==> src/rtl/smc_kvpc_ram.sv <==
// Generic single-write, single-read synchronous RAM with registered read data.
// No dependencies.

module smc_kvpc_ram #(
	parameter int WIDTH = 8,
	parameter int DEPTH = 32
) (
	input  logic                     clk,
	input  logic                     we,
	input  logic [$clog2(DEPTH)-1:0] waddr,
	input  logic [WIDTH-1:0]         wdata,
	input  logic [$clog2(DEPTH)-1:0] raddr,
	output logic [WIDTH-1:0]         rdata
);

	logic [WIDTH-1:0] mem [DEPTH];

	always_ff @(posedge clk) begin
		if (we)
			mem[waddr] <= wdata;
		rdata <= mem[raddr];
	end

endmodule

==> config.mk <==
export PLATFORM = sky130hd
export DESIGN_NAME = smc_kvpc_ram
export DESIGN_NICKNAME = d
export VERILOG_FILES = /design/src/rtl/smc_kvpc_ram.sv
export SDC_FILE = /design/constraint.sdc
export NUM_CORES = 1
export LEC_CHECK = 0
export BUFFER_PORTS_ARGS = -buffer_cell sky130_fd_sc_hd__buf_2
export CORE_UTILIZATION = 45
export CTS_CLUSTER_SIZE = 28
export DETAILED_ROUTE_END_ITERATION = 8
export GPL_ROUTABILITY_DRIVEN = 0
export PLACE_DENSITY = 0.7
export SKIP_LAST_GASP = 1
export SLEW_MARGIN = 20
export SYNTH_ARGS = -nofsm -noshare
export SYNTH_HDL_FRONTEND = slang
export SYNTH_SLANG_ARGS = --single-unit
==> constraint.sdc <==
create_clock -name clk -period 2.35 [get_ports clk]
set_input_delay 0.1175 -clock clk [delete_from_list [all_inputs] [get_ports clk]]
set_output_delay 0.1175 -clock clk [all_outputs]
set_load 0.005 [all_outputs]
==> flow_summary.json <==
{
  "growth_of_design_area_from_synthesis_to_finish_pct": 15.3,
  "grt_setup_unrepaired": "false",
  "cp-start-kind": "flop",
  "number_of_global_route_vias_before_repair": 4597,
  "relative_contribution_of_combinational_cells_to_total_power_pct": 5.1,
  "diodes": 0,
  "worst-endpoint-arrival_ps": 2210,
  "synth.distinct_cells": 15,
  "drt_first_iter_violations": 432,
  "cts_post_setup_buffers_inserted": 0,
  "max-cap-violations": 0,
  "synth.cell_area_um2": 10100,
  "cell_internal_pwr_w": 0.00783,
  "post_cts_resize_count": 0,
  "remaining_drc_errors": 0,
  "critical_path.endpoint_type": "flop",
  "power_switching_w": 0.00187,
  "die_w_um": 151,
  "coreArea_um2": 21900,
  "period_needed_ps": 1810,
  "finalNonFillerCells": 787,
  "finalHoldViolations": 0,
  "grt_first_pass_wirelength_um": 29900,
  "min_path_cells": 2,
  "grt_util_all_layers_pct": 18.5,
  "clock.fmax_mhz": 552,
  "dpl.cell_count": 743,
  "sequential_area_share_after_synthesis_pct": 78.1,
  "top_level_ports": 28,
  "fill_cells": 1647,
  "worstPathRequired_ps": 2750,
  "hold_end": "rdata[4]",
  "drt_wl_total_um": 20100,
  "fp-row-count": 54,
  "syn_avg_cell_area_um2": 24.1,
  "power_per_cell_area_nw_per_um2": 837,
  "clock_buffer_count_from_cts": 24,
  "clock_power_share_pct": 40.6,
  "hpwl_um": 12900,
  "irDropWorstVdd_mv": 0.464,
  "number_of_antenna_violations_at_the_first_check_in_global_routing": 0,
  "max_slew.worst_pin.slew_ps": 646,
  "drt-wirelength-per-cell_um": 25.5,
  "switching_share_pct": 19.3,
  "cts.clk_slew.worst_paths_ps": 60,
  "ant_nets": 0,
  "hold_path.class": "primary input to flop",
  "power_frac_seq_pct": 54.3,
  "number_of_port_buffers": 27,
  "timing.hold.ws_ps": 62.8,
  "finalSetupViolCount": 0,
  "clk_latency_ps": 510,
  "die_h_um": 151,
  "grt_max_degree": 65,
  "timing.reg2reg.worst_path_depth": 3,
  "starting_utilization_of_the_core_area_pct": 45.9,
  "drv_slew": 0,
  "fin_nets": 509,
  "r2r_setup_slack_ps": 540,
  "drt_pre_antenna_iters": 5,
  "fin_skew_ps": 14.6,
  "cts-hold-fix-buffers": 0,
  "grt_overflow_total": 0,
  "timing.max_slew.rel_slack_pct": 57.0,
  "finish.utilization_pct": 52.9,
  "timing.rr.end": "rdata[3]",
  "syn-instance-count": 417,
  "drive_above_1_share_pct": 37.9,
  "fin_crit_sh_pct": 77.1,
  "timing.setup.critical_path_class": "flop to flop",
  "number_of_storage_elements_in_the_synthesis_netlist": 264,
  "cell_leakage_power_nw": 3.70,
  "worst-path-max-fanout": 1,
  "run_status": "finished clean",
  "htree_levels": 1,
  "timing.setup.tns_ps": 0,
  "tritoncts_num_sinks": 264,
  "holdCritStartpoint": "raddr[3]",
  "design.die.area_um2": 22900,
  "viasPerCell": 5.82,
  "vias": 4583,
  "ys.warnings.count": 0,
  "synth_fp_nets": 437,
  "cts-root-buf": "clkbuf_16",
  "clock_tree.buffer_depth": 3,
  "cts_tree": "done",
  "reg2reg_from": "mem[13][3]"
}
==> synth_stat cells, drive strengths merged <==
master / instances / area, µm²
buf: 14 / 83.8
nand3: 2 / 10.0
mux2: 8 / 90.1
nand3b: 5 / 37.5
clkbuf: 6 / 22.5
nor2: 33 / 124
or3: 1 / 6.26
or3b: 3 / 26.3
edfxtp: 256 / 7690
dfxtp: 8 / 160
nand2: 1 / 3.75
mux4: 80 / 1800
==> registers in the layout (all words and copies together) (netlist names) <==
| signal | cells |
|---|---|
| mem | 256 |
| rdata | 8 |
==> area by class of cell <==
class	instances	area, µm²	share of cell area (%)
sequential	264	7850	67.7
multi-input combinational	133	2100	18.1
clock buffer	34	689	5.95
timing repair buffer	66	480	4.15
tap	280	350	3.02
clock inverter	10	121	1.05
==> routing by layer <==
layer / part of all wire (%) / GRT usage (%)
met2: 46 / 27.8
met3: 8.1 / 3.41
met1: 43 / 28.0
met5: 0 / 0
met4: 2.2 / 5.25
==> cells by family after synthesis <==
group	synth area share, %
mux	18.8
flops	78.1
buf+inv	1.06
simple gates	2.07
==> placed cells by master (no fill, tap or decap) <==
cell,count
edfxtp_1,256
mux4_2,80
buf_4,36
nor2_1,33
buf_2,26
clkbuf_16,25
mux2_2,8
dfxtp_1,8
clkbuf_1,6
nand3b_1,5
clkinv_2,4
buf_12,4
or3b_2,3
clkinv_1,3
bufinv_16,3
clkbuf_8,3
nand3_1,2
nand2_1,1
or3_1,1
==> critical path, stage by stage, from the launching register on <==
cell and delay (ps):
edfxtp_1 360, mux4_2 520, mux4_2 540, mux2_2 290
==> power by group through the flow <==
| stage | Combinational, W | Sequential (W) | Clock [W] |
|---|---|---|---|
| final | 0.000495 | 0.00527 | 0.00394 |
| after floorplan | 0.000279 | 0.00535 | 0 |
| after detailed placement | 0.000500 | 0.00537 | 0 |
| after global placement | 0.000487 | 0.00536 | 0 |
| after CTS | 0.000503 | 0.00527 | 0.00399 |
| after global routing | 0.000530 | 0.00527 | 0.00417 |
==> worst max-delay path by stage <==
stage	from	end	slack, ps	cells past startpoint
2_1_floorplan	raddr[2]	rdata[0]	430	5
3_3_place_gp	raddr[0]	rdata[0]	310	5
3_5_place_dp	raddr[0]	rdata[0]	300	5
4_1_cts	mem[9][3]	rdata[3]	530	3
5_1_grt	mem[5][0]	rdata[0]	500	3
6_report	mem[13][3]	rdata[3]	540	3
==> per-stage QoR <==
stage / cell area (µm²) / total power, W / worst slack (ps)
2_1_floorplan: 10100 / 0.00563 / 430
3_3_place_gp: 10800 / 0.00585 / 310
3_5_place_dp: 10800 / 0.00587 / 299
4_1_cts: 11600 / 0.00976 / 526
5_1_grt: 11600 / 0.00996 / 504
6_report: 11600 / 0.00970 / 539
Note: power is estimated with default switching activity, not from simulation.
